### config.mk
export PLATFORM = sky130hd
export DESIGN_NAME = polynomial_hash_mod_divisor
export DESIGN_NICKNAME = d
export VERILOG_FILES = /design/src/sv/phmd_pkg.sv /design/src/sv/phmd_rem_unit.sv /design/src/sv/polynomial_hash_mod_divisor.sv
export SDC_FILE = /design/constraint.sdc
export NUM_CORES = 1
export LEC_CHECK = 0
export ABC_AREA = 1
export ABC_CLOCK_PERIOD_IN_PS = 8800
export BUFFER_PORTS_ARGS = -buffer_cell sky130_fd_sc_hd__buf_2
export CORE_MARGIN = 5
export CORE_UTILIZATION = 60
export CTS_CLUSTER_SIZE = 25
export DETAILED_ROUTE_END_ITERATION = 10
export HOLD_SLACK_MARGIN = 0.1
export PLACE_DENSITY = 0.85
export SYNTH_ARGS = -nofsm -noshare
export SYNTH_HDL_FRONTEND = slang
export SYNTH_SLANG_ARGS = --single-unit
### constraint.sdc
create_clock -name clk -period 8.8 [get_ports clk]
set_input_delay 1.76 -clock clk [delete_from_list [all_inputs] [get_ports clk]]
set_output_delay 1.76 -clock clk [all_outputs]
set_load 0.05 [all_outputs]
### src/sv/phmd_pkg.sv
// phmd_pkg: shared types and constants for the polynomial hash block
// no dependencies; imported by phmd_rem_unit and polynomial_hash_mod_divisor
package phmd_pkg;

	localparam int unsigned DATA_W     = 32;
	localparam int unsigned DIVIDEND_W = 38;
	localparam int unsigned STEP_CNT_W = $clog2(DIVIDEND_W);

	localparam logic [DATA_W-1:0] HASH_MULT     = 32'd31;
	localparam logic [DATA_W-1:0] MODULUS_RESET = 32'd1000003;

	typedef logic [DATA_W-1:0]     data_t;
	typedef logic [DIVIDEND_W-1:0] dividend_t;

	typedef enum logic [1:0] {
		ST_IDLE,
		ST_SUM,
		ST_DIV,
		ST_DONE
	} phmd_state_t;

	typedef struct packed {
		logic busy;
		logic done;
	} phmd_div_status_t;

endpackage

### src/sv/phmd_rem_unit.sv
// phmd_rem_unit: radix-2 restoring remainder unit, one quotient bit per cycle
// depends on phmd_pkg
module phmd_rem_unit (
	input  logic                      clk,
	input  logic                      arst_n,
	input  logic                      start,
	input  phmd_pkg::dividend_t       dividend,
	input  phmd_pkg::data_t           divisor,
	output phmd_pkg::data_t           remainder,
	output phmd_pkg::phmd_div_status_t status
);
	import phmd_pkg::*;

	logic                  busy_q;
	logic                  done_q;
	logic [STEP_CNT_W-1:0] cnt_q;
	dividend_t             dvd_q;
	data_t                 rem_q;

	logic [DATA_W:0] shifted;
	logic [DATA_W:0] trial;
	logic            fits;

	// shift in next dividend bit, subtract divisor when it fits
	always_comb begin
		shifted = {rem_q, dvd_q[DIVIDEND_W-1]};
		trial   = shifted - {1'b0, divisor};
		fits    = (shifted >= {1'b0, divisor});
	end

	always_ff @(posedge clk or negedge arst_n) begin
		if (!arst_n) begin
			busy_q <= 1'b0;
			done_q <= 1'b0;
			cnt_q  <= '0;
		end else begin
			done_q <= 1'b0;
			if (start) begin
				busy_q <= 1'b1;
				cnt_q  <= '0;
			end else if (busy_q) begin
				cnt_q <= cnt_q + 1'b1;
				if (cnt_q == STEP_CNT_W'(DIVIDEND_W - 1)) begin
					busy_q <= 1'b0;
					done_q <= 1'b1;
				end
			end
		end
	end

	always_ff @(posedge clk) begin
		if (start) begin
			dvd_q <= dividend;
			rem_q <= '0;
		end else if (busy_q) begin
			dvd_q <= {dvd_q[DIVIDEND_W-2:0], 1'b0};
			rem_q <= fits ? trial[DATA_W-1:0] : shifted[DATA_W-1:0];
		end
	end

	assign remainder   = rem_q;
	assign status.busy = busy_q;
	assign status.done = done_q;

endmodule

### src/sv/polynomial_hash_mod_divisor.sv
// polynomial_hash_mod_divisor: hash = (h*31 + value) mod modulus, one result per transaction
// the 38 single-bit steps of the shared remainder unit (phmd_rem_unit) run per item;
// in_stall stays high until the result is loaded, so one input transaction at a time
// reset: asynchronous active-low arst_n clears running hash to 0, modulus to 1000003
// depends on phmd_pkg and phmd_rem_unit
module polynomial_hash_mod_divisor (
	input  logic            clk,
	input  logic            arst_n,
	// input channel
	input  logic            in_valid,
	output logic            in_stall,
	input  phmd_pkg::data_t value,
	input  phmd_pkg::data_t seed,
	input  logic            first,
	input  logic            last,
	// result channel
	output logic            out_valid,
	input  logic            out_stall,
	output phmd_pkg::data_t hash,
	output logic            last_res,
	// modulus write channel
	input  logic            cfg_valid,
	output logic            cfg_ready,
	input  phmd_pkg::data_t modulus
);
	import phmd_pkg::*;

	phmd_state_t state_q;
	phmd_state_t state_d;

	data_t       modulus_q;
	data_t       running_hash_q;

	// captured input transaction
	data_t       value_q;
	data_t       seed_q;
	logic        first_q;
	logic        last_q;

	// h*31 + value, held for the zero-modulus result
	dividend_t   sum_s1;

	// output register
	logic        out_valid_q;
	data_t       hash_q;
	logic        last_res_q;

	logic             in_take;
	logic             out_free;
	logic             div_start;
	logic             load_out;
	data_t            h_sel;
	dividend_t        sum_d;
	data_t            rem;
	data_t            result;
	phmd_div_status_t div_status;

	assign in_take  = in_valid && !in_stall;
	assign out_free = !out_valid_q || !out_stall;

	// h*31 done as (h<<5) - h, no multiplier needed
	always_comb begin
		h_sel = first_q ? seed_q : running_hash_q;
		sum_d = {1'b0, h_sel, 5'b0} - {6'b0, h_sel} + {6'b0, value_q};
	end

	// zero modulus stands for 2^32: keep the low word of the sum
	assign result = (modulus_q == '0) ? sum_s1[DATA_W-1:0] : rem;

	// divider loads the sum in the same cycle that sum_s1 does
	phmd_rem_unit u_rem (
		.clk       (clk),
		.arst_n    (arst_n),
		.start     (div_start),
		.dividend  (sum_d),
		.divisor   (modulus_q),
		.remainder (rem),
		.status    (div_status)
	);

	// sequencer next state
	always_comb begin
		state_d = state_q;
		case (state_q)
			ST_IDLE: begin
				if (in_take) state_d = ST_SUM;
			end
			ST_SUM: begin
				state_d = ST_DIV;
			end
			ST_DIV: begin
				if (div_status.done) state_d = ST_DONE;
			end
			ST_DONE: begin
				if (out_free) state_d = ST_IDLE;
			end
			default: begin
				state_d = ST_IDLE;
			end
		endcase
	end

	// sequencer outputs
	always_comb begin
		in_stall  = 1'b1;
		cfg_ready = 1'b0;
		div_start = 1'b0;
		load_out  = 1'b0;
		case (state_q)
			ST_IDLE: begin
				in_stall  = 1'b0;
				cfg_ready = 1'b1;
			end
			ST_SUM: begin
				div_start = 1'b1;
			end
			ST_DIV: begin
			end
			ST_DONE: begin
				load_out = out_free;
			end
			default: begin
			end
		endcase
	end

	always_ff @(posedge clk or negedge arst_n) begin
		if (!arst_n) begin
			state_q        <= ST_IDLE;
			modulus_q      <= MODULUS_RESET;
			running_hash_q <= '0;
			out_valid_q    <= 1'b0;
		end else begin
			state_q <= state_d;
			if (cfg_valid && cfg_ready) modulus_q <= modulus;
			if (load_out) begin
				running_hash_q <= result;
				out_valid_q    <= 1'b1;
			end else if (!out_stall) begin
				out_valid_q <= 1'b0;
			end
		end
	end

	// payload registers, no reset
	always_ff @(posedge clk) begin
		if (in_take) begin
			value_q <= value;
			seed_q  <= seed;
			first_q <= first;
			last_q  <= last;
		end
		if (state_q == ST_SUM) sum_s1 <= sum_d;
		if (load_out) begin
			hash_q     <= result;
			last_res_q <= last_q;
		end
	end

	assign out_valid = out_valid_q;
	assign hash      = hash_q;
	assign last_res  = last_res_q;

endmodule
==> results of run 1 <==
## state kept, by name, summed over array words and instances (netlist names)
name,count
modulus_q,32
u_rem.remainder,32
hash,32
last_q,1
u_rem.done_q,1
running_hash_q,32
value_q,32
seed_q,32
u_rem.cnt_q,6
out_valid,1
first_q,1
last_res,1
sum_s1,32
u_rem.busy_q,1
state_q,2
u_rem.dvd_q,38
## cells by family after synthesis
group / after synthesis / synth area share
AO/OA/AOI/OAI: 194 / 0.06448
XOR/XNOR: 31 / 0.01599
adder cells (fa/ha/maj): 108 / 0.09240
buffers and inverters: 452 / 0.1041
flip-flops: 276 / 0.4478
multiplexers: 11 / 0.006779
AND/OR/NAND/NOR: 1103 / 0.2684
## per-stage QoR
step                setup slack, ps  std cells    util  cell area (sq um)  hold WS, ps
floorplan                      5114       2175       -              16980        400.3
global placement               4851       2651  0.6451              17970        404.3
detailed placement             4834       2651  0.6451              17970        416.7
CTS                            4805       2703  0.6794              18930        430.8
global route                   4562       2703  0.6794              18930        443.6
finish                         4784       2703  0.6794              18930        433.9
## final cells by class
class	count	area (sq um)	area share
Multi-Input combinational cell	1447	7626	0.4029
Sequential cell	276	7604	0.4018
Inverter	404	1516	0.08013
Clock buffer	39	804.5	0.04251
Timing Repair Buffer	146	753.2	0.03980
Tap cell	378	473.0	0.02499
Clock inverter	13	148.9	0.007867
## where the power goes
group | switching, W | internal [W] | total (W)
combinational | 0.0000131 | 0.0000157 | 0.0000288
clock | 0.000499 | 0.000726 | 0.00123
sequential | 0.00000000000000000000924 | 0.00137 | 0.00137
total | 0.000512 | 0.00211 | 0.00262
## routing by layer
metal | track usage | share of wire | up-vias
li1 | - | - | 7097
met1 | 0.3947 | 0.43 | 6547
met2 | 0.4915 | 0.47 | 480
met3 | 0.03264 | 0.070 | 75
met4 | 0.07803 | 0.030 | 0
met5 | 0 | 0 | -
## worst paths after layout
check,from,end,slack [ps]
max,first_q$_DFFE_PP_,u_rem.dvd_q[20]$_DFFE_PP_,4780
min,last_q$_DFFE_PP_,last_res$_DFFE_PP_,430
max reg2reg,first_q$_DFFE_PP_,u_rem.dvd_q[20]$_DFFE_PP_,4780
min reg2reg,last_q$_DFFE_PP_,last_res$_DFFE_PP_,430
max in group asynchronous,arst_n,running_hash_q[29]$_DFFE_PN0P_,6810
min in group asynchronous,arst_n,modulus_q[2]$_DFFE_PN0P_,1360
## placed cells by master (no fill, tap or decap), types with 6 or more instances in the layout
cell type | synthesis | final
sky130_fd_sc_hd__a21oi_1 | 90 | 90
sky130_fd_sc_hd__and2_1 | 16 | 16
sky130_fd_sc_hd__buf_2 | 6 | 137
sky130_fd_sc_hd__buf_4 | 3 | 9
sky130_fd_sc_hd__clkbuf_1 | 28 | 7
sky130_fd_sc_hd__clkbuf_16 | 0 | 30
sky130_fd_sc_hd__clkinv_2 | 0 | 6
sky130_fd_sc_hd__dfrtp_1 | 66 | 66
sky130_fd_sc_hd__dfstp_2 | 9 | 9
sky130_fd_sc_hd__dfxtp_1 | 32 | 32
sky130_fd_sc_hd__edfxtp_1 | 169 | 169
sky130_fd_sc_hd__fa_1 | 29 | 29
sky130_fd_sc_hd__ha_1 | 79 | 78
sky130_fd_sc_hd__inv_1 | 402 | 401
sky130_fd_sc_hd__mux2i_1 | 7 | 7
sky130_fd_sc_hd__nand2_1 | 734 | 733
sky130_fd_sc_hd__nand2_2 | 5 | 6
sky130_fd_sc_hd__nand3_1 | 143 | 143
sky130_fd_sc_hd__nand3b_1 | 9 | 9
sky130_fd_sc_hd__nand4_1 | 17 | 17
sky130_fd_sc_hd__nor2_1 | 142 | 139
sky130_fd_sc_hd__nor3_1 | 13 | 13
sky130_fd_sc_hd__nor4_1 | 8 | 8
sky130_fd_sc_hd__o21ai_0 | 48 | 48
sky130_fd_sc_hd__o21ai_1 | 17 | 17
sky130_fd_sc_hd__o21ai_2 | 22 | 22
sky130_fd_sc_hd__o21bai_1 | 9 | 9
sky130_fd_sc_hd__xnor2_1 | 15 | 15
sky130_fd_sc_hd__xor2_1 | 16 | 16
## worst max-delay path: cells and delay by family (launching register included)
family / cells / cell delay [ps]
simple gates: 8 / 1250
fa+ha+maj: 2 / 870
flops: 1 / 370
compound gates: 2 / 740
buf+inv: 4 / 510
==> results.cfg, run 1 <==
[logic_synthesis]
synth-edff-count = 169
synth_top_area_frac = 0.2989
synth.ff_latch_count = 276
synth_top_flop_cell = sky130_fd_sc_hd__edfxtp_1
seq_area_frac_synth = 0.4478
synthTopCellsByCount = 734 x sky130_fd_sc_hd__nand2_1, 402 x sky130_fd_sc_hd__inv_1, 169 x sky130_fd_sc_hd__edfxtp_1
netlist_area_sq_mm = 0.01698
yosys.cell_count.top_type = sky130_fd_sc_hd__nand2_1
netlist_instances = 2175
yosys_warning_count = 0
yosys.area.top_type = sky130_fd_sc_hd__edfxtp_1
number_of_different_library_cells_in_the_post_synthesis_netlist = 45
synth.top_cells.by_area = sky130_fd_sc_hd__edfxtp_1 30%, sky130_fd_sc_hd__nand2_1 16%, sky130_fd_sc_hd__dfrtp_1 9.7%, sky130_fd_sc_hd__inv_1 8.9%, sky130_fd_sc_hd__ha_1 5.8%
mappedNetlistNets = 2386
async_reset_ff_frac = 0.2717
synthesis.area_per_instance_sq_um = 7.807

[floorplan]
top_level_i_o_count = 139
fp.dieH_um = 178.2
core_area_sq_mm = 0.02786
die_area_sq_mm = 0.03176
effective_utilization_at_floorplan = 0.6095
placementRows = 61
chipWidth_um = 178.2

[clock_network]
worst_setup_hold_path_clk_slew_ps = 70
cts_hold_repair.buffers = 0
cts.root.buffer_cell = sky130_fd_sc_hd__clkbuf_16
clock-sinks = 276
cts_setup_buffers = 0
cts_tree = done
clk_path_buf_depth = 3
clock_latency_ps = 550
cts_bufs_inserted = 28
h-tree-depth = 1
ctsResizeCount = 0

[power_and_ir_drop]
leakagePower_nw = 9.436
p_total_w = 0.002621
power-per-cell-area_mw_per_mm2 = 138.5
vdd_ir_drop_max_mv = 0.1647

[route]
first_iter_violations = 1209
detail-route-antenna-nets = 0
viasPerCell = 5.253
remaining_drc_errors = 0
sum_of_routed_wire_length_over_all_layers_mm = 45.28
drt-pass1-iter-count = 6
routedWlPerCell_um = 16.75
via_count = 14200

[global_routing]
vias_in_the_first_global_route = 13910
grt_remaining_overflow = 0
grt_max_degree = 76
grt_first_pass_wirelength_mm = 71.90
global_route_total_usage_across_every_layer = 0.2882
number_of_antenna_violations_at_the_first_check_in_global_routing = 0

[setup_path]
slowest_delay_ps = 510
worst-endpoint-required_ps = 9100
critical-path-top-cell-by-count = sky130_fd_sc_hd__nand2_1
worst_path_max_delay_cell = sky130_fd_sc_hd__fa_1
critical_path_arrival_ps = 4320
timing.critical_path.fanout_max = 54
startpoint_type = flop
timing_worst_setup_path_type = flop to flop
ff2ff_path_depth = 16
cp_cell_sequence = buf_4, o21ai_0, inv_1, fa_1, inv_1, ha_1, nand2_1, inv_1, nand2_1, nand2_1, a21oi_1, nand3_1, or2_2, and2_1, nand2_1, nand2_1
end_kind = flop

[sta]
post_layout_min_period_ps = 4016
final_hold_viol_count = 0
setup_viol_count_final = 0
period_share = 0.4564
max_freq_ghz = 0.2490
finalMaxSlewViolations = 0
worst-slew-pin-transition_ps = 1072
slew_headroom = 0.2825
grt_setup_unrepaired = no
timing.setup.tns_ps = 0
fin_skew_ps = 12.14

[finish]
post_route_cells_drive_above_1_share = 0.1084
fillerInstances = 2308
diodes = 0
areaGrowthSynthToFinish_pct = 11.46
fin_nets = 2514

[placement]
hpwlAfterDp_mm = 36.05
gp_congestion = 0.9855
placement.io_buffers = 138

[status]
status = finished clean

[min_path]
min_path_cells = 0
min-delay-path-class = flop to flop

[run]
number_of_max_capacitance_violations_reported = 0
No activity file was read; power rests on OpenSTA's default activity.
==> run 2: changes to the inputs <==
--- a/config.mk
+++ b/config.mk
@@ -6,14 +6,14 @@
 export NUM_CORES = 1
 export LEC_CHECK = 0
 export ABC_AREA = 1
-export ABC_CLOCK_PERIOD_IN_PS = 8800
+export ABC_CLOCK_PERIOD_IN_PS = 3600
 export BUFFER_PORTS_ARGS = -buffer_cell sky130_fd_sc_hd__buf_2
 export CORE_MARGIN = 5
-export CORE_UTILIZATION = 60
+export CORE_UTILIZATION = 55
 export CTS_CLUSTER_SIZE = 25
 export DETAILED_ROUTE_END_ITERATION = 10
 export HOLD_SLACK_MARGIN = 0.1
-export PLACE_DENSITY = 0.85
+export PLACE_DENSITY = 0.82
 export SYNTH_ARGS = -nofsm -noshare
 export SYNTH_HDL_FRONTEND = slang
 export SYNTH_SLANG_ARGS = --single-unit
==> constraint.sdc (replaced) <==
create_clock -name clk -period 3.6 [get_ports clk]
set_input_delay 0.72 -clock clk [delete_from_list [all_inputs] [get_ports clk]]
set_output_delay 0.72 -clock clk [all_outputs]
set_load 0.05 [all_outputs]
==> run 2 against run 1 <==
  * Via count shrank 0.15%
  * Sequential power grew 140%
  * Largest power group unchanged
  * Non-clock buffer count grew 25
  * Critical path type unchanged
  * Die area grew 8.6%
==> results.cfg, run 2 (same netlist as run 1, synthesis figures left out) <==
[min_path]
min-delay-path-class = input pin to asynchronous set/reset pin

[setup_path]
critical-path-top-cell-by-count = sky130_fd_sc_hd__inv_1
worst_path_max_delay_cell = sky130_fd_sc_hd__fa_1
timing.critical_path.fanout_max = 32
worst-endpoint-required_ps = 3910
timing_worst_setup_path_type = flop to flop
slowest_delay_ps = 510
end_kind = flop
startpoint_type = flop
cp_cell_sequence = buf_12, buf_12, o21ai_1, inv_1, fa_1, inv_1, ha_2, nand2_1, nor2_2, inv_1, nor3_2, nand3_1, nand3_1, nand2_1, and2_1
critical_path_arrival_ps = 3770

[route]
sum_of_routed_wire_length_over_all_layers_mm = 44.01
remaining_drc_errors = 0
routedWlPerCell_um = 16.01
drt-pass1-iter-count = 5
viasPerCell = 5.159
detail-route-antenna-nets = 0
via_count = 14180
first_iter_violations = 1057

[floorplan]
die_area_sq_mm = 0.03449
fp.dieH_um = 185.7
placementRows = 64
top_level_i_o_count = 139
chipWidth_um = 185.7
core_area_sq_mm = 0.03051
effective_utilization_at_floorplan = 0.5566

[power_and_ir_drop]
leakagePower_nw = 9.591
power-per-cell-area_mw_per_mm2 = 341.4
vdd_ir_drop_max_mv = 0.3549

[status]
status = finished clean

[clock_network]
cts_tree = done
worst_setup_hold_path_clk_slew_ps = 60
clk_path_buf_depth = 3
cts.root.buffer_cell = sky130_fd_sc_hd__clkbuf_16
cts_hold_repair.buffers = 0
h-tree-depth = 1
cts_bufs_inserted = 29
clock-sinks = 276
clock_latency_ps = 570

[finish]
layoutNonFillerInstCount = 2748
diodes = 0
fin_nets = 2540
top_register = u_rem.dvd_q
post_route_cells_drive_above_1_share = 0.1288
finish.instance_area_sq_mm = 0.01936
most-common-layout-cells = 732 x sky130_fd_sc_hd__nand2_1, 401 x sky130_fd_sc_hd__inv_1, 169 x sky130_fd_sc_hd__edfxtp_1, 143 x sky130_fd_sc_hd__nand3_1, 137 x sky130_fd_sc_hd__buf_2
layout.cells.most_common = sky130_fd_sc_hd__nand2_1
largest_register_ffs = 38
areaGrowthSynthToFinish_pct = 14.04

[sta]
finalMaxSlewViolations = 0
fin_skew_ps = 23.54
max_freq_ghz = 0.2891
finalHoldWorstSlack_ps = 165.7
post_layout_min_period_ps = 3459
timing.setup.tns_ps = 0
grt_setup_unrepaired = yes
period_share = 0.9608
final_hold_viol_count = 0
slew_headroom = 0.3000
worst-slew-pin-transition_ps = 1046
setup_viol_count_final = 0

[global_routing]
grt_remaining_overflow = 0
vias_in_the_first_global_route = 13840
grt_max_degree = 73
number_of_antenna_violations_at_the_first_check_in_global_routing = 0
global_route_total_usage_across_every_layer = 0.2562
grt_first_pass_wirelength_mm = 70.17

[placement]
gp_congestion = 0.9675
hpwlAfterDp_mm = 35.01
dpl_cell_area_sq_mm = 0.01822
placement.io_buffers = 138
dp_cells = 2694

[run]
number_of_max_capacitance_violations_reported = 0
run 2: cell types whose count changed in the layout (fill, tap and decap cells not counted), moves of 7 or more:
cell	previous run	this run
sky130_fd_sc_hd__o21ai_1	17	32
sky130_fd_sc_hd__o21ai_0	48	31
sky130_fd_sc_hd__nor2_1	139	132
sky130_fd_sc_hd__buf_4	9	31
run 2: critical path: cells and delay by family, from the launching register on:
kind	cells	cell delay, ps
fa+ha+maj	2	880
simple gates	7	1080
buf+inv	5	620
flops	1	410
compound gates	1	190
run 2: what timing repair did:
item	CTS	global route
setup buffers	0	0
endpoints found under the setup margin	6	26
gates cloned	0	0
gates resized for setup	3	42
run 2: stage by stage:
step,power [W],setup slack [ps],util
finish,0.006611,141.0,0.6347
global placement,0.003477,-64.46,0.5971
global route,0.006797,-30.28,0.6347
detailed placement,0.003480,-80.72,0.5971
CTS,0.006673,29.40,0.6315
floorplan,0.003407,114.5,-
run 2: final cells by class:
cell class                      count  area [sq um]
Timing Repair Buffer              171         978.4
Fill cell                        2645         11150
Sequential cell                   276          7604
Tap cell                          396         495.5
Inverter                          404          1516
Clock buffer                       43         862.1
Clock inverter                     11         178.9
Multi-Input combinational cell   1447          7729
run 2: path summary, 6_finish.rpt:
path / from / endpoint / slack, ps / cells past startpoint
max: first_q$_DFFE_PP_ / sum_s1[22]$_DFFE_PP_ / 140 / 15
min: arst_n / modulus_q[4]$_DFFE_PN0P_ / 170 / 1
max reg2reg: first_q$_DFFE_PP_ / sum_s1[22]$_DFFE_PP_ / 140 / 15
min reg2reg: last_q$_DFFE_PP_ / last_res$_DFFE_PP_ / 420 / 0
max in group asynchronous: arst_n / modulus_q[19]$_DFFE_PN1P_ / 2670 / 2
min in group clk: value[0] / value_q[0]$_DFFE_PP_ / 320 / 1
run 2: power by group:
group	internal [W]	switching [W]
combinational	0.0000397	0.0000324
sequential	0.00334	0.0000000000000000000263
clock	0.00196	0.00124
run 2: metal layers:
layer	wire length [um]	part of all wire	track usage
met5	0	0	0
met4	1272	0.029	0.06674
met3	2349	0.053	0.02208
met2	20740	0.47	0.4428
met1	19640	0.45	0.3507
==> run 3: changes to the inputs <==
--- a/config.mk
+++ b/config.mk
@@ -6,14 +6,14 @@
 export NUM_CORES = 1
 export LEC_CHECK = 0
 export ABC_AREA = 1
-export ABC_CLOCK_PERIOD_IN_PS = 3600
+export ABC_CLOCK_PERIOD_IN_PS = 4300
 export BUFFER_PORTS_ARGS = -buffer_cell sky130_fd_sc_hd__buf_2
 export CORE_MARGIN = 5
-export CORE_UTILIZATION = 55
+export CORE_UTILIZATION = 60
 export CTS_CLUSTER_SIZE = 25
 export DETAILED_ROUTE_END_ITERATION = 10
 export HOLD_SLACK_MARGIN = 0.1
-export PLACE_DENSITY = 0.82
+export PLACE_DENSITY = 0.85
 export SYNTH_ARGS = -nofsm -noshare
 export SYNTH_HDL_FRONTEND = slang
 export SYNTH_SLANG_ARGS = --single-unit
==> constraint.sdc (replaced) <==
create_clock -name clk -period 4.3 [get_ports clk]
set_input_delay 0.86 -clock clk [delete_from_list [all_inputs] [get_ports clk]]
set_output_delay 0.86 -clock clk [all_outputs]
set_load 0.05 [all_outputs]
==> run 3 against run 2 <==
  * Sequential share of layout area up 0.77 points
  * Via count up 2.0%
  * Clock skew down 10 ps
  * Critical path type unchanged
  * Highest routed layer is now met5
==> results.cfg, run 3 (same netlist as run 1, synthesis figures left out) <==
[status]
status = finished clean

[sta]
slew_headroom = 0.2038
finalHoldWorstSlack_ps = 342.5
max_freq_ghz = 0.2605
final_hold_viol_count = 0
worst-slew-pin-transition_ps = 1193
period_share = 0.8928
grt_setup_unrepaired = no
post_layout_min_period_ps = 3839
fin_skew_ps = 13.05
setup_viol_count_final = 0
timing.setup.tns_ps = 0
finalMaxSlewViolations = 0

[setup_path]
worst_path_max_delay_cell = sky130_fd_sc_hd__fa_1
critical_path_arrival_ps = 4150
timing_worst_setup_path_type = flop to flop
worst-endpoint-required_ps = 4610
startpoint_type = flop
ff2ff_path_depth = 17
critical-path-top-cell-by-count = sky130_fd_sc_hd__nand2_1
timing.critical_path.fanout_max = 54
slowest_delay_ps = 520
cp_cell_sequence = buf_12, o21ai_0, inv_1, fa_1, inv_1, ha_1, nand2_1, nor2_1, inv_1, nor2_1, nand4_1, nand3_1, nand2_1, nand2_1, nand2_1, nand3_1, nand2_1
end_kind = flop

[placement]
placement.io_buffers = 138
dpl_cell_area_sq_mm = 0.01802
gp_congestion = 0.9988
hpwlAfterDp_mm = 35.24
dp_cells = 2656

[clock_network]
h-tree-depth = 1
cts_setup_buffers = 0
cts_hold_repair.buffers = 0
worst_setup_hold_path_clk_slew_ps = 60
clock_latency_ps = 560
ctsResizeCount = 0
cts_bufs_inserted = 29
cts.root.buffer_cell = sky130_fd_sc_hd__clkbuf_16
clk_path_buf_depth = 3
cts_tree = done
clock-sinks = 276

[global_routing]
grt_max_degree = 74
grt_first_pass_wirelength_mm = 71.40
global_route_total_usage_across_every_layer = 0.2845
vias_in_the_first_global_route = 14260
number_of_antenna_violations_at_the_first_check_in_global_routing = 1
grt_remaining_overflow = 0

[floorplan]
top_level_i_o_count = 139
core_area_sq_mm = 0.02786
placementRows = 61
fp.dieH_um = 178.2
effective_utilization_at_floorplan = 0.6095
die_area_sq_mm = 0.03176
chipWidth_um = 178.2

[power_and_ir_drop]
p_total_w = 0.005419
vdd_ir_drop_max_mv = 0.3024
power-per-cell-area_mw_per_mm2 = 285.3
leakagePower_nw = 9.452

[route]
routedWlPerCell_um = 16.53
first_iter_violations = 1429
detail-route-antenna-nets = 0
drt-pass1-iter-count = 6
via_count = 14460
remaining_drc_errors = 0
viasPerCell = 5.334
sum_of_routed_wire_length_over_all_layers_mm = 44.78

[run]
number_of_max_capacitance_violations_reported = 0

[finish]
post_route_cells_drive_above_1_share = 0.1106
layoutNonFillerInstCount = 2710
diodes = 0
areaGrowthSynthToFinish_pct = 11.86
fin_nets = 2520
fillerInstances = 2305
largest_register_ffs = 38
most-common-layout-cells = 733 x sky130_fd_sc_hd__nand2_1, 401 x sky130_fd_sc_hd__inv_1, 169 x sky130_fd_sc_hd__edfxtp_1, 143 x sky130_fd_sc_hd__nand3_1, 140 x sky130_fd_sc_hd__nor2_1
finish.instance_area_sq_mm = 0.01899
layout.cells.most_common = sky130_fd_sc_hd__nand2_1
top_register = u_rem.dvd_q

[min_path]
min-delay-path-class = input pin to asynchronous set/reset pin
run 3: cell types whose count changed in the layout (fill, tap and decap cells not counted), sizes merged:
cell / change
buf: -20
clkinv: +3
clkinvlp: +4
clkbuf: -9
inv: +2
run 3: worst max-delay path: cells and delay by family (launching register included):
family	cells	cell delay, ps
simple gates	10	1330
fa+ha+maj	2	890
buf+inv	4	500
compound gates	1	450
flops	1	410
run 3: layer usage:
layer,share of wire,track usage
met1,0.42,0.3817
met2,0.47,0.4849
met4,0.036,0.08922
met3,0.077,0.03624
met5,0.00029,0
run 3: power breakdown:
part	internal [W]	switching [W]	total, W
combinational	0.0000327	0.0000273	0.0000600
sequential	0.00280	0.0000000000000000000201	0.00280
clock	0.00149	0.00107	0.00256
total	0.00432	0.00110	0.00542
run 3: worst paths after layout:
check / slack, ps / endpoint / startpoint
min: 340 / modulus_q[7]$_DFFE_PN0P_ / arst_n
min reg2reg: 450 / last_res$_DFFE_PP_ / last_q$_DFFE_PP_
max in group asynchronous: 3110 / running_hash_q[9]$_DFFE_PN0P_ / arst_n
max reg2reg: 460 / u_rem.dvd_q[36]$_DFFE_PP_ / first_q$_DFFE_PP_
max: 460 / u_rem.dvd_q[36]$_DFFE_PP_ / first_q$_DFFE_PP_
min in group clk: 450 / last_res$_DFFE_PP_ / last_q$_DFFE_PP_
run 3: area by class of cell:
class,instances,area (sq um),area share
multi-input cells,1447,7624,0.4014
flip-flops and latches,276,7604,0.4003
inverters,404,1516,0.07984
repair buffers,151,803.3,0.04229
clock buffers,34,744.5,0.03920
well taps,378,473.0,0.02490
clock inverters,20,229.0,0.01206
run 3: per-stage QoR:
step | util | setup WS, ps
4_1_cts | 0.6818 | 445.8
2_1_floorplan | - | 814.5
3_5_place_dp | 0.6468 | 521.3
5_1_grt | 0.6818 | 264.5
6_report | 0.6818 | 460.9
3_3_place_gp | 0.6468 | 473.1
